--- src/bpc_pkg.sv ---
// Shared types, register codes, constants and helpers for the pressure compensation block.
package bpc_pkg;

  localparam int DataW      = 32;
  localparam int QueueDepth = 4;

  localparam logic [2:0] REG_AC1_AC2 = 3'd0;
  localparam logic [2:0] REG_AC3_AC4 = 3'd1;
  localparam logic [2:0] REG_AC5_AC6 = 3'd2;
  localparam logic [2:0] REG_B1_B2   = 3'd3;
  localparam logic [2:0] REG_MC_MD   = 3'd4;
  localparam logic [2:0] REG_OSS     = 3'd5;

  localparam logic signed [31:0] C_B6_OFFSET = 32'sd4000;
  localparam logic [31:0]        C_B7_SCALE  = 32'd50000;
  localparam logic signed [31:0] C_B4_OFFSET = 32'sd32768;
  localparam logic signed [31:0] C_P_K1      = 32'sd3038;
  localparam logic signed [31:0] C_P_K2      = -32'sd7357;
  localparam logic signed [31:0] C_P_K3      = 32'sd3791;

  typedef struct packed {
    logic [15:0] raw_temperature;
    logic [23:0] raw_pressure;
  } in_item_t;

  typedef struct packed {
    logic signed [15:0] temperature_tenths;
    logic signed [31:0] pressure_pa;
    logic               divide_error;
  } out_item_t;

  typedef struct packed {
    logic signed [15:0] ac1;
    logic signed [15:0] ac2;
    logic signed [15:0] ac3;
    logic [15:0]        ac4;
    logic [15:0]        ac5;
    logic [15:0]        ac6;
    logic signed [15:0] b1;
    logic signed [15:0] b2;
    logic signed [15:0] mc;
    logic signed [15:0] md;
    logic [1:0]         oss;
  } cal_t;

  typedef struct packed {
    logic signed [31:0] x1;
    logic signed [31:0] den;
    logic               den_zero;
    logic [23:0]        raw_pressure;
  } entry_t;

  // Signed division by 2**k, truncating toward zero.
  function automatic logic signed [31:0] sdiv_p2(input logic signed [31:0] a,
                                                 input int unsigned k);
    logic [31:0]        bias;
    logic signed [31:0] sum;
    bias = a[31] ? ((32'd1 << k) - 32'd1) : 32'd0;
    sum  = a + $signed(bias);
    return sum >>> k;
  endfunction

endpackage

--- src/bpc_front.sv ---
// Input stage: takes readings, forms the first temperature term and the temperature divisor.
module bpc_front import bpc_pkg::*; (
  input  logic     clk,
  input  logic     rst,
  input  logic     push,
  output logic     full,
  input  in_item_t in_item,
  input  cal_t     cal,
  input  logic     q_full,
  output logic     q_push,
  output entry_t   q_data
);

  logic               vld;
  logic signed [31:0] prod;
  logic [23:0]        raw_p;
  logic signed [31:0] ut;
  logic signed [31:0] diff;
  logic               take;

  assign full   = vld && q_full;
  assign take   = push && !full;
  assign q_push = vld && !q_full;

  assign ut   = {{16{in_item.raw_temperature[15]}}, in_item.raw_temperature};
  assign diff = ut - $signed({16'b0, cal.ac6});

  always_ff @(posedge clk) begin
    if (rst) begin
      vld <= 1'b0;
    end else if (!vld || !q_full) begin
      vld <= take;
    end
    if (take) begin
      prod  <= diff * $signed({16'b0, cal.ac5});
      raw_p <= in_item.raw_pressure;
    end
  end

  always_comb begin
    q_data.x1           = sdiv_p2(prod, 15);
    q_data.den          = q_data.x1 + {{16{cal.md[15]}}, cal.md};
    q_data.den_zero     = (q_data.den == 32'sd0);
    q_data.raw_pressure = raw_p;
  end

endmodule

--- config.mk ---
export PLATFORM = sky130hd
export DESIGN_NAME = bpc_front
export DESIGN_NICKNAME = d
export VERILOG_FILES = /design/src/bpc_pkg.sv /design/src/bpc_front.sv
export SDC_FILE = /design/constraint.sdc
export NUM_CORES = 1
export LEC_CHECK = 0
export BUFFER_PORTS_ARGS = -buffer_cell sky130_fd_sc_hd__buf_2
export CORE_UTILIZATION = 35
export DETAILED_ROUTE_END_ITERATION = 10
export PLACE_DENSITY = 0.65
export SYNTH_ARGS = -nofsm -noshare
export SYNTH_HDL_FRONTEND = slang
export SYNTH_SLANG_ARGS = --single-unit
--- constraint.sdc ---
create_clock -name clk -period 28.8 [get_ports clk]
set_clock_uncertainty 0.05 [all_clocks]
set_input_delay 5.76 -clock clk [delete_from_list [all_inputs] [get_ports clk]]
set_output_delay 5.76 -clock clk [all_outputs]
set_load 0.02 [all_outputs]
==> reports/qor.yml, run 1 <==
synthCells: 1585
ys_seq_area_frac: 0.117
finalInstanceArea_um2: 16200
postCtsHoldBufs: 0
wire_per_inst_um: 14.6
period_share: 0.520
h-tree-depth: 3
dp_cells: 2238
synthDistinctLibCells: 56
grt_max_degree: 57
end_kind: "output pin"
cts_buffers: 9
die_w_um: 206
reg2reg_slack_ns: 27.20
timing.rr.start: "vld"
hp-start: "vld"
yosys_warnings: 0
final_nets: 2326
ant_nets: 0
antenna_found_initial: 1
final_cells: 2254
synth_edf_count: 56
cts_setup_buffers: 0
finalSetupViolCount: 0
syn-num-nets: 2194
cp-start-kind: "input pin"
whs_endpoint: "vld"
clock_latency_ns: 0.32
final_max_slew_viol_count: 0
finalSetupTns_ns: 0
max_slew_margin: 0.239
synth_area_um2: 14600
path_clk_slew_ns: 0.05
via_count: 10700
vias_per_cell: 4.77
startpoint: "cal[2]"
grt_pass1_vias: 11400
drc: 0
std_cell_rows: 74
core-area_um2: 40900
initial_core_util: 0.356
cts_root_buffer: "clkbuf_16"
die_h_um: 206
dp_hpwl_um: 27600
cap_violations: 0
gp_congestion: 0.873
die_area_um2: 42500
cp_max_fo: 3
drt_pass1_iterations: 4
worst_path_largest_cell_delay_ns: 0.51
io_buffers: 182
timing.rr.end: "prod[29]"
cts_resized: 0
synthArstFlopShare: 0
synth_flop_cell: "edfxtp_1"
hold_violations: 0
slowest_stage: "or4b_1"
cp.required_ns: 22.99
whs_path_depth: 3
timing.critical_path.cells: "buf_2 > ha_1 > inv_1 > fa_1 > nor2b_1 > o31a_1 > a21oi_1 > or4b_1 > or4_1 > or4_1 > or4_1 > nor4_2 > buf_2"
period_needed_ns: 14.97
synthToLayoutAreaGrowth_pct: 11.2
cp.buffers_inverters: 3
ys_ff_latch: 57
grt_setup_unrepaired: "no"
worst_pin_slew_ns: 1.13
outcome: "complete, no violations"
grt_overflow: 0
timing.fmax_mhz: 66.8
crit_type: "input pin to output pin"
r2r_cells: 3
critPathTopFamily: "simple AND/OR/NAND/NOR gates"
hold_path.class: "register to register"
grt_usage: 0.164
routed_wl_um: 33000
synth.avg_cell_area_um2: 9.20
antennaDiodeCount: 0
cts_buffer_depth: 2
io_pins: 297
worstPathArrival_ns: 9.16
place_area_um2: 15900
cts_sinks: 57
grt_pass1_wl_um: 55500
cts_tree: "built"
drt_iter0_drc: 483
drive_above_1_share: 0.129
cp_common_cell: "or4_1"
-- layout make-up --
type | count | area [um2]
fillers | 4095 | 24700
multi-input cells | 1071 | 11100
flip-flops and latches | 57 | 1700
inverters | 385 | 1450
repair buffers | 193 | 993
well taps | 532 | 666
clock buffers | 11 | 233
clock inverters | 5 | 46.3
-- placed cells by master (no fill, tap or decap), types with 6 or more instances in the layout --
master	n
ha_1	131
and3_1	10
o21a_1	13
inv_1	385
nor3_1	12
and2_1	111
buf_2	182
xor2_1	23
fa_1	272
clkbuf_16	9
xnor2_2	7
nand2_1	173
a211oi_1	11
a21o_1	24
buf_4	11
nor2b_1	30
edfxtp_1	56
o21ai_0	22
nor2_1	34
nand2b_1	12
o211ai_1	6
nand3_1	14
xnor2_1	58
a21oi_1	41
-- synthesized netlist by cell type, types with 13 or more instances --
master    count  share of area
fa_1        272           0.37
buf_4        29          0.015
nand3_1      14         0.0048
nor2b_1      31          0.013
and2_1      111          0.048
ha_1        131           0.11
a21oi_1      42          0.014
xor2_1       24          0.014
o21a_1       13         0.0067
inv_1       385          0.099
o21ai_0      22         0.0076
nand2_1     173          0.045
xnor2_1      65          0.039
clkbuf_1     39          0.010
a21o_1       24          0.012
edfxtp_1     56           0.12
nor2_1       34         0.0088
-- how the worst max path moves through the flow --
| stage | endpoint | slack, ns | cells after the start |
|---|---|---|---|
| 2_1_floorplan | q_data[24] | 14.07 | 11 |
| 3_3_place_gp | q_data[24] | 13.83 | 13 |
| 3_5_place_dp | q_data[24] | 13.80 | 13 |
| 4_1_cts | q_data[24] | 13.77 | 13 |
| 5_1_grt | q_data[24] | 13.64 | 13 |
| 6_report | q_data[24] | 13.83 | 13 |
-- per-layer routing --
layer | global-route usage | vias to the layer above | routed length (um)
li1 | - | 5072 | -
met1 | 0.210 | 5356 | 14700
met2 | 0.297 | 281 | 16300
met3 | 0.0131 | 34 | 1450
met4 | 0.0444 | 0 | 555
met5 | 0 | - | 0
-- flip-flops by register name, summed over array words and instances (netlist names) --
register and cells:
prod 32, raw_p 24, vld 1
-- worst min-delay path, delay by kind of cell (launching register included) --
kind	cells	cell delay, ns
simple gates	3	0.32
flops	1	0.30
-- stage by stage --
stage	setup WS, ns	util	hold WS, ns
floorplan	14.07	-	0.633
global placement	13.83	0.389	0.587
detailed placement	13.80	0.389	0.611
CTS	13.77	0.396	0.616
global route	13.64	0.396	0.670
finish	13.83	0.396	0.610
-- cells by family (layout without fill, tap and decap cells) --
| group | Yosys count | after routing | share of synthesized area |
|---|---|---|---|
| AOI/OAI and AO/OA | 161 | 161 | 0.0748 |
| xor gates and xnor gates | 90 | 90 | 0.0546 |
| adders and majority gates | 403 | 403 | 0.486 |
| buffers and inverters | 457 | 594 | 0.125 |
| DFF | 57 | 57 | 0.117 |
| and+or+nand+nor | 417 | 417 | 0.143 |
Power of run 1 is not shown: default switching activity piles up to over one toggle a cycle in this logic, so the estimate is an artifact.
==> run 2: changes to the inputs <==
--- a/config.mk
+++ b/config.mk
@@ -8,7 +8,7 @@
 export BUFFER_PORTS_ARGS = -buffer_cell sky130_fd_sc_hd__buf_2
 export CORE_UTILIZATION = 35
 export DETAILED_ROUTE_END_ITERATION = 10
-export PLACE_DENSITY = 0.65
+export PLACE_DENSITY = 0.67
 export SYNTH_ARGS = -nofsm -noshare
 export SYNTH_HDL_FRONTEND = slang
 export SYNTH_SLANG_ARGS = --single-unit
==> constraint.sdc (replaced) <==
create_clock -name clk -period 13.59 [get_ports clk]
set_clock_uncertainty 0.05 [all_clocks]
set_input_delay 2.718 -clock clk [delete_from_list [all_inputs] [get_ports clk]]
set_output_delay 2.718 -clock clk [all_outputs]
set_load 0.02 [all_outputs]
==> run 2 against run 1 <==
  * First-iteration DRC count down 2.9%
  * Die area unchanged
  * Sequential cell count unchanged
  * Clock-buffer cell count down 2
  * Final area about the same
  * Hold slack better by 0.0017 ns
==> reports/qor.yml, run 2 (same netlist as run 1, synthesis figures left out) <==
antenna_found_initial: 0
io_pins: 297
reg_top3: "prod x32, raw_p x24, vld x1"
grt_pass1_vias: 11700
finalSetupViolCount: 0
period_share: 0.857
drt_pass1_iterations: 5
r2r_cells: 3
postCtsHoldBufs: 0
vias_per_cell: 4.80
worst_path_largest_cell_delay_ns: 0.83
die_h_um: 206
finalSetupTns_ns: 0
drc: 0
cts_resized: 0
drt_iter0_drc: 469
die_w_um: 206
wire_per_inst_um: 14.9
cp.required_ns: 13.62
period_needed_ns: 11.65
grt_usage: 0.168
cts_sinks: 57
ant_nets: 0
cap_violations: 0
largest_reg_flops: 32
cp-start-kind: "input pin"
final_nets: 2326
cts_root_buffer: "clkbuf_16"
cts_buffer_depth: 2
path_clk_slew_ns: 0.05
worst_pin_slew_ns: 1.12
whs_path_depth: 3
drive_above_1_share: 0.130
synthToLayoutAreaGrowth_pct: 11.1
crit_type: "input pin to register"
core-area_um2: 40900
routed_wl_um: 33500
largest_register: "prod"
antennaDiodeCount: 0
gp_congestion: 0.849
io_buffers: 182
max_slew_margin: 0.243
hold_path.class: "register to register"
grt_setup_unrepaired: "no"
path_depth: 32
cp.buffers_inverters: 6
initial_core_util: 0.356
final_cell_mix: "inv_1 (385), fa_1 (272), buf_2 (182)"
outcome: "complete, no violations"
cts_setup_buffers: 0
grt_overflow: 0
layout_commonest_cell: "inv_1"
cp_max_fo: 16
cts_tree: "built"
slowest_stage: "a2111oi_0"
hold_violations: 0
final_max_slew_viol_count: 0
h-tree-depth: 3
cts_buffers: 9
dp_hpwl_um: 27800
via_count: 10800
timing.fmax_mhz: 85.8
std_cell_rows: 74
cp_common_cell: "fa_1"
die_area_um2: 42500
end_kind: "register"
worstPathArrival_ns: 11.68
grt_max_degree: 57
clock_latency_ns: 0.32
critPathTopFamily: "adder cells"
fill_cells: 4106
grt_pass1_wl_um: 56800
run 2: cell type report:
| cell class | count | area (um2) | share of cell area |
|---|---|---|---|
| Clock buffer | 9 | 225 | 0.0139 |
| Sequential cell | 57 | 1700 | 0.105 |
| Clock inverter | 5 | 48.8 | 0.00301 |
| Tap cell | 532 | 666 | 0.0411 |
| Inverter | 385 | 1450 | 0.0892 |
| Timing Repair Buffer | 193 | 993 | 0.0613 |
| Multi-Input combinational cell | 1071 | 11100 | 0.686 |
run 2: metrics by stage:
stage           util  instances  hold WS, ns  worst slack [ns]  area (um2)
3_5_place_dp   0.389       2238        0.612              1.62       15900
5_1_grt        0.396       2252        0.661              1.37       16200
3_3_place_gp   0.389       2238        0.591              1.74       15900
2_1_floorplan      -       1585        0.633              3.22       14600
6_report       0.396       2252        0.612              1.94       16200
4_1_cts        0.396       2252        0.620              1.95       16200
run 2: worst paths after layout:
check	slack [ns]	startpoint	end
setup / recovery	1.94	in_item[24]	prod[31]
hold / removal	0.61	vld	vld
setup reg to reg	11.98	vld	prod[2]
hold reg to reg	0.61	vld	vld
run 2: tightest hold or removal path: stages, from the launching register on:
cell and delay, ns:
dfxtp_1 0.30, and2_1 0.17, nor2_1 0.10, nor2_1 0.04
run 2: layer usage:
layer / GRT usage / up-vias / part of all wire
li1: - / 5086 / -
met1: 0.213 / 5395 / 0.44
met2: 0.305 / 289 / 0.50
met3: 0.0120 / 43 / 0.043
met4: 0.0473 / 0 / 0.020
met5: 0 / - / 0
Power of run 2 is left out for the same reason.
==> run 3: changes to the inputs <==
--- a/config.mk
+++ b/config.mk
@@ -6,6 +6,7 @@
 export NUM_CORES = 1
 export LEC_CHECK = 0
 export BUFFER_PORTS_ARGS = -buffer_cell sky130_fd_sc_hd__buf_2
+export CORE_ASPECT_RATIO = 0.6
 export CORE_UTILIZATION = 35
 export DETAILED_ROUTE_END_ITERATION = 10
 export PLACE_DENSITY = 0.67
==> run 3 against run 2 <==
  * Fmax hardly changed
  * Critical path depth is 1 lower
  * Die area hardly changed
  * Sequential cell count stayed put
  * Setup slack worse by 0.0051 ns
  * Sequential share of layout area hardly changed
  * Hold slack better by 0.0035 ns
  * Register-to-register slack worse by 0.25 ns
  * Non-clock buffer count is 5 lower
  * Wire length is 2.2% higher
  * Clock-buffer cell count stayed put
==> reports/qor.yml, run 3 (same netlist as run 1, synthesis figures left out) <==
ant_nets: 0
final_cell_mix: "inv_1 (385), fa_1 (272), buf_2 (182)"
grt_pass1_wl_um: 58100
layout_commonest_cell: "inv_1"
largest_reg_flops: 32
antenna_found_initial: 1
die_w_um: 265
grt_usage: 0.171
final_nets: 2321
h-tree-depth: 3
worstPathArrival_ns: 11.68
period_needed_ns: 11.66
finalSetupTns_ns: 0
outcome: "complete, no violations"
std_cell_rows: 57
cp_common_cell: "fa_1"
slowest_stage: "xnor2_2"
antennaDiodeCount: 0
cts_buffers: 9
cts_sinks: 57
cts_buffer_depth: 2
die_area_um2: 42500
largest_register: "prod"
r2r_cells: 3
io_pins: 297
grt_max_degree: 44
timing.fmax_mhz: 85.8
grt_setup_unrepaired: "no"
initial_core_util: 0.358
startpoint: "in_item[24]"
routed_wl_um: 34300
timing.rr.end: "raw_p[3]"
dp_hpwl_um: 28200
cp.buffers_inverters: 5
finalSetupViolCount: 0
worst_pin_slew_ns: 1.16
die_h_um: 160
cap_violations: 0
gp_congestion: 0.844
hold_path.class: "register to register"
end_kind: "register"
drt_pass1_iterations: 5
reg_top3: "prod x32, raw_p x24, vld x1"
critPathTopFamily: "adder cells"
cts_tree: "built"
crit_type: "input pin to register"
drc: 0
grt_pass1_vias: 11600
reg2reg_slack_ns: 11.73
hp-start: "vld"
period_share: 0.858
final_max_slew_viol_count: 0
cp.required_ns: 13.61
wire_per_inst_um: 15.0
drt_iter0_drc: 611
path_clk_slew_ns: 0.06
worst_path_largest_cell_delay_ns: 0.79
vias_per_cell: 4.78
drive_above_1_share: 0.130
max_slew_margin: 0.219
hold_violations: 0
via_count: 10900
cts_root_buffer: "clkbuf_16"
core-area_um2: 40700
cp-start-kind: "input pin"
synthToLayoutAreaGrowth_pct: 11.2
clock_latency_ns: 0.33
cts_resized: 0
cp_max_fo: 16
cts_setup_buffers: 0
io_buffers: 182
endpoint: "prod[31]"
grt_overflow: 0
timing.rr.start: "vld"
postCtsHoldBufs: 0
path_depth: 31
## run 3: worst min-delay path by stage
stage                     end  cells after the start
after floorplan           vld                      3
after global placement    vld                      3
after detailed placement  vld                      3
after CTS                 vld                      3
after global routing      vld                      3
final                     vld                      3
## run 3: layout make-up
| class | count | area (um2) |
|---|---|---|
| clock inverter | 7 | 47.5 |
| tap | 560 | 701 |
| clock buffer | 9 | 225 |
| fill | 4053 | 24500 |
| inverter | 385 | 1450 |
| multi-input combinational | 1071 | 11100 |
| timing repair buffer | 188 | 956 |
| sequential | 57 | 1700 |
## run 3: worst min-delay path: stages (launching register included)
cell     delay [ns]
dfxtp_1        0.31
and2_1         0.18
nor2_1         0.10
nor2_1         0.05
## run 3: stage by stage
stage	utilization	std cells	hold slack (ns)	setup WS (ns)	cell area, um2
2_1_floorplan	-	1585	0.633	3.22	14600
3_3_place_gp	0.392	2261	0.585	1.96	15900
3_5_place_dp	0.392	2261	0.612	1.73	15900
4_1_cts	0.398	2277	0.619	2.08	16200
5_1_grt	0.398	2277	0.660	1.57	16200
6_report	0.398	2277	0.615	1.93	16200
## run 3: per-layer routing
| metal | share of wire | vias to the layer above | track usage |
|---|---|---|---|
| met4 | 0.010 | 2 | 0.0250 |
| met1 | 0.46 | 5466 | 0.233 |
| met3 | 0.062 | 34 | 0.0344 |
| met5 | 0.00026 | - | 0 |
| met2 | 0.47 | 317 | 0.284 |
| li1 | - | 5067 | - |
Power of run 3 is left out for the same reason.
