## src/bpc_pkg.sv

```systemverilog
// Shared types, register codes, constants and helpers for the pressure compensation block.
package bpc_pkg;

  localparam int DataW      = 32;
  localparam int QueueDepth = 4;

  localparam logic [2:0] REG_AC1_AC2 = 3'd0;
  localparam logic [2:0] REG_AC3_AC4 = 3'd1;
  localparam logic [2:0] REG_AC5_AC6 = 3'd2;
  localparam logic [2:0] REG_B1_B2   = 3'd3;
  localparam logic [2:0] REG_MC_MD   = 3'd4;
  localparam logic [2:0] REG_OSS     = 3'd5;

  localparam logic signed [31:0] C_B6_OFFSET = 32'sd4000;
  localparam logic [31:0]        C_B7_SCALE  = 32'd50000;
  localparam logic signed [31:0] C_B4_OFFSET = 32'sd32768;
  localparam logic signed [31:0] C_P_K1      = 32'sd3038;
  localparam logic signed [31:0] C_P_K2      = -32'sd7357;
  localparam logic signed [31:0] C_P_K3      = 32'sd3791;

  typedef struct packed {
    logic [15:0] raw_temperature;
    logic [23:0] raw_pressure;
  } in_item_t;

  typedef struct packed {
    logic signed [15:0] temperature_tenths;
    logic signed [31:0] pressure_pa;
    logic               divide_error;
  } out_item_t;

  typedef struct packed {
    logic signed [15:0] ac1;
    logic signed [15:0] ac2;
    logic signed [15:0] ac3;
    logic [15:0]        ac4;
    logic [15:0]        ac5;
    logic [15:0]        ac6;
    logic signed [15:0] b1;
    logic signed [15:0] b2;
    logic signed [15:0] mc;
    logic signed [15:0] md;
    logic [1:0]         oss;
  } cal_t;

  typedef struct packed {
    logic signed [31:0] x1;
    logic signed [31:0] den;
    logic               den_zero;
    logic [23:0]        raw_pressure;
  } entry_t;

  // Signed division by 2**k, truncating toward zero.
  function automatic logic signed [31:0] sdiv_p2(input logic signed [31:0] a,
                                                 input int unsigned k);
    logic [31:0]        bias;
    logic signed [31:0] sum;
    bias = a[31] ? ((32'd1 << k) - 32'd1) : 32'd0;
    sum  = a + $signed(bias);
    return sum >>> k;
  endfunction

endpackage

```

## src/bpc_queue.sv

```systemverilog
// Small register queue between the input stage and the compute pipeline.
module bpc_queue import bpc_pkg::*; #(
  parameter int Depth = QueueDepth
) (
  input  logic   clk,
  input  logic   rst,
  input  logic   wr,
  input  entry_t wdata,
  output logic   qfull,
  input  logic   rd,
  output logic   qempty,
  output entry_t rdata
);

  localparam int PtrW = $clog2(Depth);
  localparam int CntW = $clog2(Depth + 1);

  entry_t            mem [Depth];
  logic [PtrW-1:0]   wp;
  logic [PtrW-1:0]   rp;
  logic [CntW-1:0]   cnt;

  assign qfull  = (cnt == CntW'(Depth));
  assign qempty = (cnt == '0);
  assign rdata  = mem[rp];

  always_ff @(posedge clk) begin
    if (rst) begin
      wp  <= '0;
      rp  <= '0;
      cnt <= '0;
    end else begin
      if (wr) begin
        wp <= wp + PtrW'(1);
      end
      if (rd) begin
        rp <= rp + PtrW'(1);
      end
      if (wr && !rd) begin
        cnt <= cnt + CntW'(1);
      end else if (rd && !wr) begin
        cnt <= cnt - CntW'(1);
      end
    end
    if (wr) begin
      mem[wp] <= wdata;
    end
  end

endmodule

```

## config.mk

```make
export PLATFORM = sky130hd
export DESIGN_NAME = bpc_queue
export DESIGN_NICKNAME = d
export VERILOG_FILES = /design/src/bpc_pkg.sv /design/src/bpc_queue.sv
export SDC_FILE = /design/constraint.sdc
export NUM_CORES = 1
export LEC_CHECK = 0
export ABC_AREA = 1
export BUFFER_PORTS_ARGS = -buffer_cell sky130_fd_sc_hd__buf_2
export CORE_ASPECT_RATIO = 0.9
export CORE_MARGIN = 2
export CORE_UTILIZATION = 30
export DETAILED_ROUTE_END_ITERATION = 10
export PLACE_DENSITY = 0.45
export SKIP_LAST_GASP = 1
export SYNTH_ARGS = -nofsm -noshare
export SYNTH_HDL_FRONTEND = slang
export SYNTH_SLANG_ARGS = --single-unit
```

## constraint.sdc

```tcl
create_clock -name clk -period 5.1 [get_ports clk]
set_input_delay 0.255 -clock clk [delete_from_list [all_inputs] [get_ports clk]]
set_output_delay 0.255 -clock clk [all_outputs]
set_load 0.01 [all_outputs]
```

==> results of run 1 <==
## sequential cells by signal (all words and copies together) (netlist names), named ones only
signal  flops
mem       356
rp          2
cnt         3
wp          2
## layout make-up
| cell class | count | area share |
|---|---|---|
| antenna | 2 | 0.0002915 |
| clock buffer | 56 | 0.06668 |
| clock inverter | 14 | 0.003644 |
| inverter | 17 | 0.004591 |
| multi-input combinational | 479 | 0.1354 |
| sequential | 365 | 0.6336 |
| tap | 608 | 0.04431 |
| timing repair buffer | 286 | 0.1115 |
## routing by layer
metal / global-route usage / wire, um
met5: 0 / 0
met4: 0.04178 / 549
met3: 0.03601 / 1914
met2: 0.2127 / 14510
met1: 0.1808 / 15020
## final timing paths
check | start | endpoint | depth (start not counted)
setup / recovery | register | rdata[67] | 5
hold / removal | rd | register | 4
setup reg to reg | wp[1]$_SDFFE_PP0P_ | mem[1][47]$_DFFE_PP_ | 5
hold reg to reg | rp[1]$_SDFFE_PP0P_ | register | 1
## worst max-delay path, stage by stage, from the launching register on
cell,delay [ns]
dfxtp_4,0.47
inv_6,0.64
buf_4,0.51
o21ai_1,0.12
o22ai_1,0.21
buf_2,0.18
## cells by family (layout without fill, tap and decap cells)
kind of cell,Yosys count,in the layout,share of synthesized area
other,0,2,0
and+or+nand+nor,197,197,0.05475
DFF,365,365,0.7981
buffers and inverters,75,373,0.03123
adders and majority gates,6,6,0.006063
AOI/OAI and AO/OA,275,275,0.1092
xor gates and xnor gates,1,1,0.0006431
## stage by stage
step / cells / hold slack, ns / util / instance area [um2]
floorplan: 919 / 0.3274 / - / 13620
detailed placement: 1665 / 0.4170 / 0.3339 / 15060
global route: 1827 / 0.06348 / 0.3808 / 17170
global placement: 1665 / 0.4165 / 0.3339 / 15060
finish: 1827 / 0.05176 / 0.3808 / 17170
CTS: 1825 / 0.02485 / 0.3807 / 17160
## power breakdown
part	switching (mW)	leakage, nW	total (mW)	internal, mW
clock	1.11	0.591	2.66	1.56
sequential	0.0434	3.35	3.47	3.43
combinational	0.402	2.03	0.632	0.230
total	1.55	5.97	6.77	5.22
## placed cells by master, fill, tap and decap left out, types with 2 or more instances in the layout
cell type and instances:
o22ai_1 89, nor3_1 2, inv_4 4, o21ai_0 152
a21oi_1 3, clkinv_1 9, clkbuf_16 43, diode_2 2
clkbuf_1 11, dfxtp_1 7, o21ai_1 31, clkinv_2 4
dfxtp_4 2, edfxtp_1 356, inv_1 11, dlygate4sd3_1 90
clkbuf_8 2, ha_1 5, buf_4 13, buf_2 183
nand2_1 9, nor2_1 184
## timing repair
action | CTS | global route
endpoints found under the hold margin | 357 | 0
hold buffers | 90 | 0
gates resized for setup | 0 | 0
==> results.md, run 1 <==
- The run finished with clean final reports.
- The total setup violations reported at the end of the flow is 0.
- The power density normalized to cell area is 394.2 mW/mm2.
- The count of flip-flops with a built-in enable after synthesis is 356.
- Buffers placed on the I/O ports in this run total 183.
- The buffer count from post-CTS setup fixing is 0.
- The count of clock tree sinks is 365.
- The count of distinct cell types in the synthesized netlist is 22.
- The clock skew after layout is 0.009594 ns.
- The flop and latch count out of synthesis is 365.
- The largest area contributor in the netlist is edfxtp_1.
- The share of async-settable or async-resettable flops after synthesis is 0.
- The clock transition at the registers of the reported paths is 0.06 ns.
- The highest net fanout along the worst path is 108.
- The max-capacitance violation count is 0.
- The weighted congestion at the end of routability-driven global placement is 0.7166.
- The number of nets handed over by synthesis was 1018.
- The die is 228.6 um wide.
- The global routing usage summed across all routing layers is 0.1344.
- The starting density of the core is 0.3021.
- Derived from the worst setup path, the maximum achievable clock frequency is 335.3 MHz.
- STA classifies the critical path endpoint as an output pin.
- Dividing the final minimum period by the clock period gives 0.5849.
- The multi-input combinational cells in the finished layout cover a total of 0.002325 mm2.
- The buffer cell driving the clock tree root is clkbuf_16.
- The first global-routing pass estimated 48.74 mm of wire.
- The number of global-route vias before repair was 8182.
- The critical path launch point type is a register.
- After synthesis, the cell types taking the most area are edfxtp_1 78%, o21ai_0 5.6%, nor2_1 5.1%, o22ai_1 4.1%, dfxtp_1 1.3%.
- TritonCTS built the clock tree.
- The full die area is 0.04713 mm2.
- The die is 206.1 um tall.
- The predominant post-synthesis flop cell is edfxtp_1.
- The H-tree was split into 2 levels.
- In this run the static leakage power is 5.969 nW.
- The detailed-router iteration count before antenna repair is 5.
- A synthesized cell averages 14.82 um2.
- The overall power of the completed layout is 6.767 mW.
- Setup repair after global routing left no endpoint under its margin.
- Of the cells placed in the final design, the portion with a size suffix greater than 1 is 0.2087.
- The critical path is of the reg -> out type.
- Using the TritonRoute via totals, the vias-per-cell ratio works out to 4.524.
- The share of synthesized area in the top cell type comes to 0.7849.
- The class of the tightest hold or removal check is in -> reg.
- Relative to the synthesized area, the layout overhead comes to 26.05%.
- At the end of the flow, the number of nets in the layout was 1287.
- The placeable core area is 0.04509 mm2.
- The number of rows created at floorplan is 74.
- The clock passes through at most 3 buffers.
- The critical path arrival is 2.73 ns.
- After filler insertion, the fill cell instance count of the layout stands at 4328.
- TritonCTS created 39 clock buffers.
- The commonest cells after synthesis are 356 x edfxtp_1, 184 x nor2_1, 152 x o21ai_0.
- Entering global routing, the biggest net connects 109 pins.
- edfxtp_1 is the most common cell in the netlist.
- The pre-CTS setup slack is 2.640 ns.
- The total standard cell area after synthesis is 0.01362 mm2.
- During I/O placement, the number of pins put on the boundary was 184.
- The final count of hold timing violations is 0.
- Across the VDD grid, the largest voltage drop is 0.0002238 V.
- The overall overflow remaining after global route is 0.
- The number of vias in the routed layout is 8266.
- The post-layout minimum cycle time is 2.983 ns.
- The max-slew violation count came to 0.
- The area of all sequential standard cells is 0.01088 mm2.
- The number of antenna violations at the first check in global routing is 2.
- After technology mapping, the gate count stands at 919.
- At the pin with the least slew margin, the transition time is 0.9503 ns.
- For this block, the initial DRC count from the detailed router was 519.
- The sum of net half-perimeters after detailed placement is 17.18 mm.
- During synthesis, Yosys emitted a total of 0 warnings.
- The share of synthesized area occupied by flip-flops and latches is 0.7981.
- Wires add up to 31.99 mm.
- In the routed design, unresolved DRC markers number 0.
- The worst path meets setup with 2.117 ns of slack.
- The relative max-transition margin is 0.3665.
- The latest clock arrival within the worst-skew pair is 0.54 ns.
- The setup TNS is 0 ns.
- The detail route stage leaves a number of antenna-violating nets equal to 0.
- The setup check on the worst reg-to-reg path leaves a slack of 2.73 ns.
- The final routed wire length divided by cell count is 17.51 um.
- The data required time of the worst path is 4.85 ns.
(Power assumes the default switching activity.)
==> run 2: changes to the inputs <==
Settings changed: PLACE_DENSITY 0.45 to 0.47.
Clock period 5.1 ns to 2.7 ns, I/O delays scaled along.
==> results.md, run 2 (synthesized netlist as in run 1, its figures left out) <==
- The worst path in the final design needs a cycle of 2.520 ns, including I/O delays and setup.
- The leakage power figure was 6.043 nW (+1.2%).
- The longest individual stage delay on the worst path is 0.57 ns (-0.07 ns).
- The post-detailed-routing wire length is 33.10 mm (+3.5%).
- The post-route standard cell area excluding fillers is 0.01743 mm2 (+1.5%).
- The setup TNS is 0 ns (unchanged).
- The post-route fraction of the period consumed by the critical path is 0.9332.
- For this design, the slowest cell found on the critical path is dfxtp_4.
- The top cell types in the final layout, fill and taps aside, are 356 x edfxtp_1, 184 x nor2_1, 183 x buf_2.
- The register with the most flip-flops is mem.
- The critical path arrival came to 2.38 ns (-0.35 ns).
- The worst setup path is launched from a register.
- The latest clock arrival within the worst-skew pair is 0.54 ns (about the same).
- The maximum root-to-sink buffer count is 3 (unchanged).
- The clock share of power is 0.400 (+0.007).
- The part of the total power dissipated in combinational logic is 0.098 (+0.005).
- The net total in the final layout came to 1294 (+0.54%).
- The critical path goes through buf_4, o21ai_0, o22ai_1, buf_2.
- The number of routed nets with antenna violations is 0 (unchanged).
- The max-capacitance violation count came to 0 (unchanged).
- The residual DRC count is 0 (unchanged).
- TritonCTS built the clock tree.
- The full die area came to 0.04713 mm2 (unchanged).
- The placeable core area came to 0.04509 mm2 (unchanged).
- The data required time of the worst path is 2.57 ns (-2.28 ns).
- The layout cell share with drive strength beyond 1 was 0.2114 (+0.002719).
- The max-slew violation count is 0 (unchanged).
- The horizontal die dimension is 228.6 um (unchanged).
- The internal portion of total power is 10.03 mW (+92%).
- The total setup violations reported at the end of the flow is 0 (unchanged).
- The global routing usage summed across all routing layers was 0.1389 (+0.004528).
- From synthesis to final layout, the design area changed by 27.94%.
- The number of global-route vias before repair is 8182 (unchanged).
- The average via count per standard cell is 4.544 (+0.43%).
- The highest net fanout along the worst path is 53 (-51%).
- The number of antenna violations at the first check in global routing is 3 (+1).
- The number of vias in the routed layout was 8347 (+0.98%).
- The number of hold-repair buffers added at the cts stage is 92 (+2.2%).
- The category of the most critical setup path is reg -> out.
- The count of input and output buffers is 183 (unchanged).
- The number of CTS-inserted buffers was 40 (+2.6%).
- Setup repair after global routing left no endpoint under its margin.
- The buffer count from post-CTS setup fixing was 0 (unchanged).
- The first-pass GRT wire length is 49.97 mm (+2.5%).
- The vertical extent of the die is 206.1 um (unchanged).
- The most common cell after layout, fill and taps aside is edfxtp_1.
- The overall overflow remaining after global route is 0 (unchanged).
- The largest registers in the layout are mem: 356 flops, cnt: 3 flops.
- The largest net degree at the start of global routing was 99 (-9.2%).
- The count of clock tree sinks is 365 (unchanged).
- The number of design-rule violations left by the first detailed-router iteration was 425 (-18%).
- The final routed wire length divided by cell count is 18.02 um (+2.9%).
- The starting density of the core is 0.3021 (unchanged).
- The final count of hold timing violations is 0 (unchanged).
- The count of H-tree levels built during CTS came to 2 (unchanged).
- The top-level I/O count is 184 (unchanged).
- The final core area utilization came to 0.3865 (+0.005688).
- The run finished with clean final reports.
- The sequential power share is 0.502 (-0.011).
- The flip-flop count of the largest register, all copies and words added is 356 (unchanged).
- The placed standard-cell area is 0.01525 mm2 (+1.3%).
- The number of gates resized after cts is 0 (unchanged).
- The detailed-router iteration count before antenna repair is 4 (-1).
- The switching share of power came to 0.2295 (+0.0003517).
- The worst setup path is captured at an output pin.
- The clock transition at the registers of the reported paths came to 0.06 ns (about the same).
- The highest clock frequency the design can meet is 396.9 MHz.
- The weighted congestion at the end of routability-driven global placement is 0.6952 (-3.0%).
- The sum of net half-perimeters after detailed placement came to 18.50 mm (+7.7%).
- The clock skew after layout is 0.01380 ns (+0.004205 ns).
- The relative max-transition margin is 0.5612 (+0.1948).
- The class of the tightest hold or removal check is in -> reg.
- The number of rows created at floorplan is 74 (unchanged).
- The buffer cell driving the clock tree root is clkbuf_16.
- The net switching power figure came to 2.988 mW (+93%).
- The pin slew with the least headroom to its limit is 0.6568 ns (-0.2936 ns).
- The power density normalized to cell area is 747.0 mW/mm2 (+90%).
- The worst IR drop on VDD is 0.0004678 V (+110%).
-- run 2: changes by cell type in the layout (fill, tap and decap cells not counted), sizes merged --
| cell | before | now |
|---|---|---|
| dlygate4sd3 | 90 | 92 |
| bufinv | 0 | 3 |
| clkinvlp | 0 | 3 |
| clkbuf | 56 | 53 |
| clkinv | 14 | 13 |
| diode | 2 | 4 |
| buf | 196 | 200 |
-- run 2: through the flow --
| stage | hold WS (ns) | std cells | power, mW | setup slack [ns] |
|---|---|---|---|---|
| 2_1_floorplan | 0.2074 | 919 | 7.289 | 0.01772 |
| 3_3_place_gp | 0.3105 | 1669 | 7.853 | 0.6667 |
| 3_5_place_dp | 0.3189 | 1669 | 7.859 | 0.6453 |
| 4_1_cts | 0.2641 | 1833 | 13.23 | 0.1109 |
| 5_1_grt | 0.2990 | 1836 | 13.57 | 0.02825 |
| 6_report | 0.3044 | 1837 | 13.02 | 0.1803 |
-- run 2: layout make-up --
class	count	area (um2)
Clock buffer	53	1071
Clock inverter	19	173.9
Tap cell	608	760.7
Antenna cell	4	10.01
Sequential cell	365	10880
Fill cell	4254	27670
Timing Repair Buffer	292	2127
Inverter	17	82.58
Multi-Input combinational cell	479	2325
-- run 2: power by group through the flow --
| stage | Clock, mW | Sequential (mW) | Combinational (mW) |
|---|---|---|---|
| final | 5.20 | 6.54 | 1.28 |
| after global routing | 5.60 | 6.56 | 1.42 |
| after CTS | 5.37 | 6.54 | 1.31 |
| after detailed placement | 0 | 6.66 | 1.20 |
| after global placement | 0 | 6.66 | 1.20 |
| after floorplan | 0 | 6.65 | 0.641 |
-- run 2: final timing paths --
kind                            slack [ns]                   to          startpoint  cells past startpoint
worst min-delay path                  0.30  cnt[0]$_SDFFE_PP0P_                 rst                      3
worst min register to register        0.44             register  rp[1]$_SDFFE_PP0P_                      1
worst max register to register        0.68  mem[0][3]$_DFFE_PP_  wp[0]$_SDFFE_PP0P_                      5
worst max-delay path                  0.18            rdata[25]            register                      4
-- run 2: layer usage --
layer | routed length [um] | up-vias | track usage
li1 | - | 4024 | -
met1 | 16120 | 4082 | 0.1980
met2 | 14670 | 199 | 0.2136
met3 | 1731 | 42 | 0.02911
met4 | 581 | 0 | 0.04155
met5 | 0 | - | 0
-- run 2: critical path: cells and delay by family, from the launching register on --
family | cells | cell delay, ns
flip-flops | 1 | 0.57
buffers and inverters | 2 | 0.73
AO/OA/AOI/OAI | 2 | 0.53
==> run 3: changes to the inputs <==
Settings changed: RECOVER_POWER from default to 25.
==> results.md, run 3 (synthesized netlist as in run 1, its figures left out) <==
- The run finished with clean final reports.
- The part of the total power dissipated in combinational logic is 0.097 (about the same).
- The detailed-router iteration count before antenna repair is 4 (unchanged).
- The relative max-transition margin is 0.5595 (-0.001786).
- The number of cells on the critical path is 4 (unchanged).
- The first-pass GRT wire length is 49.97 mm (unchanged).
- The switching share of power is 0.2293 (about the same).
- The largest net degree at the start of global routing is 99 (unchanged).
- The flip-flop count of the largest register, all copies and words added is 356 (unchanged).
- The setup TNS is 0 ns (unchanged).
- The count of cells along the worst register-to-register path is 5 (unchanged).
- The count of H-tree levels built during CTS is 2 (unchanged).
- The critical path arrival is 2.37 ns (about the same).
- The number of vias in the routed layout is 8335 (-0.14%).
- The category of the most critical setup path is reg -> out.
- The overall overflow remaining after global route is 0 (unchanged).
- The top-level I/O count is 184 (unchanged).
- The internal portion of total power is 10.02 mW (-0.11%).
- The clock skew after layout is 0.01391 ns (+0.0001130 ns).
- The clock transition at the registers of the reported paths is 0.06 ns (about the same).
- The launch instance of the worst register-to-register path is wp[0]$_SDFFE_PP0P_.
- In the layout the commonest cells are 356 x edfxtp_1, 184 x nor2_1, 152 x o21ai_0.
- The number of CTS-inserted buffers is 40 (unchanged).
- The capturing element type of the critical path is an output pin.
- The number of buffers and inverters on the critical path is 2 (unchanged).
- The pin slew with the least headroom to its limit is 0.6594 ns (+0.002674 ns).
- The worst-case register-to-register setup slack is 0.67 ns (about the same).
- The number of global-route vias before repair is 8182 (unchanged).
- The horizontal die dimension is 228.6 um (unchanged).
- The weighted congestion at the end of routability-driven global placement is 0.6952 (unchanged).
- The count of clock tree sinks is 365 (unchanged).
- The root buffer cell chosen for the clock tree is clkbuf_16.
- The number of gates resized after cts is 0 (unchanged).
- The number of rows created at floorplan was 74 (unchanged).
- The average via count per standard cell is 4.540 (about the same).
- The final routed wire length divided by cell count was 17.99 um (-0.17%).
- The maximum root-to-sink buffer count was 3 (unchanged).
- The leakage power figure was 5.900 nW (-2.4%).
- The sequential power share came to 0.503 (about the same).
- The fill cell instance count of the final layout is 4281 (+0.63%).
- Grouping stages by cell kind, the critical path spends the most delay in buffers and inverters.
- The buffer count from post-CTS setup fixing is 0 (unchanged).
- The placeable core area came to 0.04509 mm2 (unchanged).
- The post-detailed-routing wire length is 33.03 mm (-0.22%).
- The overall power of the completed layout was 13.00 mW (-0.14%).
- mem holds more flip-flops than any other register.
- Traced cell by cell, the critical path runs through buf_4, o21ai_0, o22ai_1, buf_2.
- The starting density of the core is 0.3021 (unchanged).
- Following the worst setup path forward leads to its endpoint at rdata[25].
- The clock share of power is 0.400 (about the same).
- The largest registers in the layout are mem: 356 flops, cnt: 3 flops.
- The highest net fanout along the worst path is 53 (unchanged).
- The critical path launch point type is a register.
- The layout cell share with drive strength beyond 1 came to 0.1690 (-0.04245).
- The post-route fraction of the period consumed by the critical path is 0.9290 (-0.004222).
- The count of placed standard cells in the final layout, fillers left out is 1836 (-0.054%).
- Relative to the synthesized area, the layout overhead comes to 27.44%.
- The CTS tree is yes.
- The number of routed nets with antenna violations is 0 (unchanged).
- The slowest stage of the critical path is the dfxtp_4 cell.
- The data required time of the worst path is 2.57 ns (about the same).
- The library cell used most frequently in the layout, excluding fill and tap cells, is edfxtp_1.
- The sum of net half-perimeters after detailed placement came to 18.50 mm (unchanged).
- The net total in the final layout is 1294 (unchanged).
- Setup repair after global routing left no endpoint under its margin.
- The total setup violations reported at the end of the flow is 0 (unchanged).
- The post-layout minimum cycle time came to 2.508 ns (-0.01140 ns).
- The number of antenna violations at the first check in global routing is 3 (unchanged).
- The path class of the tightest hold or removal check is in -> reg.
- The number of instances in the placed design is 1669 (unchanged).
- The vertical extent of the die was 206.1 um (unchanged).
- The worst IR drop on VDD is 0.0004649 V (-0.62%).
- The reg-to-reg critical path endpoint is mem[0][3]$_DFFE_PP_.
- The max-capacitance violation count is 0 (unchanged).
- The residual DRC count was 0 (unchanged).
- The latest clock arrival within the worst-skew pair is 0.54 ns (about the same).
- The number of design-rule violations left by the first detailed-router iteration was 450 (+5.9%).
- The highest clock frequency the design can meet is 398.7 MHz (+0.45%).
- The global routing usage summed across all routing layers was 0.1389 (unchanged).
- The count of input and output buffers is 183 (unchanged).
- The max-slew violation count is 0 (unchanged).
- The power density normalized to cell area is 748.9 mW/mm2 (+0.25%).
- The full die area was 0.04713 mm2 (unchanged).
- The final count of hold timing violations is 0 (unchanged).
- The net switching power figure is 2.981 mW (-0.23%).
- The longest individual stage delay on the worst path came to 0.57 ns (about the same).
[run 3: cell types whose count changed in the layout (fill, tap and decap cells not counted)]
cell | previous run | this run
diode_2 | 4 | 3
buf_2 | 183 | 131
clkbuf_1 | 12 | 64
[run 3: power groups by stage]
stage	Combinational [mW]	Sequential, mW	Clock [mW]
after floorplan	0.641	6.65	0
after global placement	1.20	6.66	0
after detailed placement	1.20	6.66	0
after CTS	1.31	6.54	5.37
after global routing	1.41	6.56	5.60
final	1.27	6.54	5.19
[run 3: final cells by class]
| type | instances | area, um2 | share of cell area |
|---|---|---|---|
| clock inverter | 19 | 173.9 | 0.01002 |
| inverter | 17 | 82.58 | 0.004757 |
| multi-input combinational | 479 | 2325 | 0.1339 |
| timing repair buffer | 292 | 2062 | 0.1188 |
| tap | 608 | 760.7 | 0.04383 |
| antenna | 3 | 7.507 | 0.0004325 |
| clock buffer | 53 | 1071 | 0.06170 |
| sequential | 365 | 10880 | 0.6265 |
[run 3: metal layers]
layer | global-route usage | routed length (um)
met3 | 0.02911 | 1792
met2 | 0.2136 | 14620
met5 | 0 | 0
met1 | 0.1980 | 16050
met4 | 0.04155 | 566
[run 3: through the flow]
step / hold slack [ns] / utilization / area, um2 / setup WS, ns
after floorplan: 0.2074 / - / 13630 / 0.01772
after global placement: 0.3105 / 0.3382 / 15250 / 0.6667
after detailed placement: 0.3189 / 0.3382 / 15250 / 0.6453
after CTS: 0.2641 / 0.3862 / 17420 / 0.1109
after global routing: 0.2990 / 0.3850 / 17360 / 0.02825
final: 0.3056 / 0.3850 / 17360 / 0.1917
[run 3: tightest hold or removal path, delay by kind of cell]
kind / cells / cell delay [ns]
AND/OR/NAND/NOR: 1 / 0.04
buffers and inverters: 2 / 0.63
[run 3: how the worst min path moves through the flow]
| stage | start | end | depth (start not counted) |
|---|---|---|---|
| finish | rst | cnt[0]$_SDFFE_PP0P_ | 3 |
| global route | rst | cnt[0]$_SDFFE_PP0P_ | 3 |
| CTS | rst | cnt[0]$_SDFFE_PP0P_ | 3 |
| detailed placement | rst | cnt[0]$_SDFFE_PP0P_ | 2 |
| global placement | rst | cnt[0]$_SDFFE_PP0P_ | 2 |
| floorplan | rst | cnt[0]$_SDFFE_PP0P_ | 1 |
[run 3: what timing repair did]
| action | 4_1_cts | 5_1_grt |
|---|---|---|
| hold endpoints to repair | 365 | 0 |
| hold buffers | 92 | 0 |
| setup endpoints to repair | 0 | 0 |
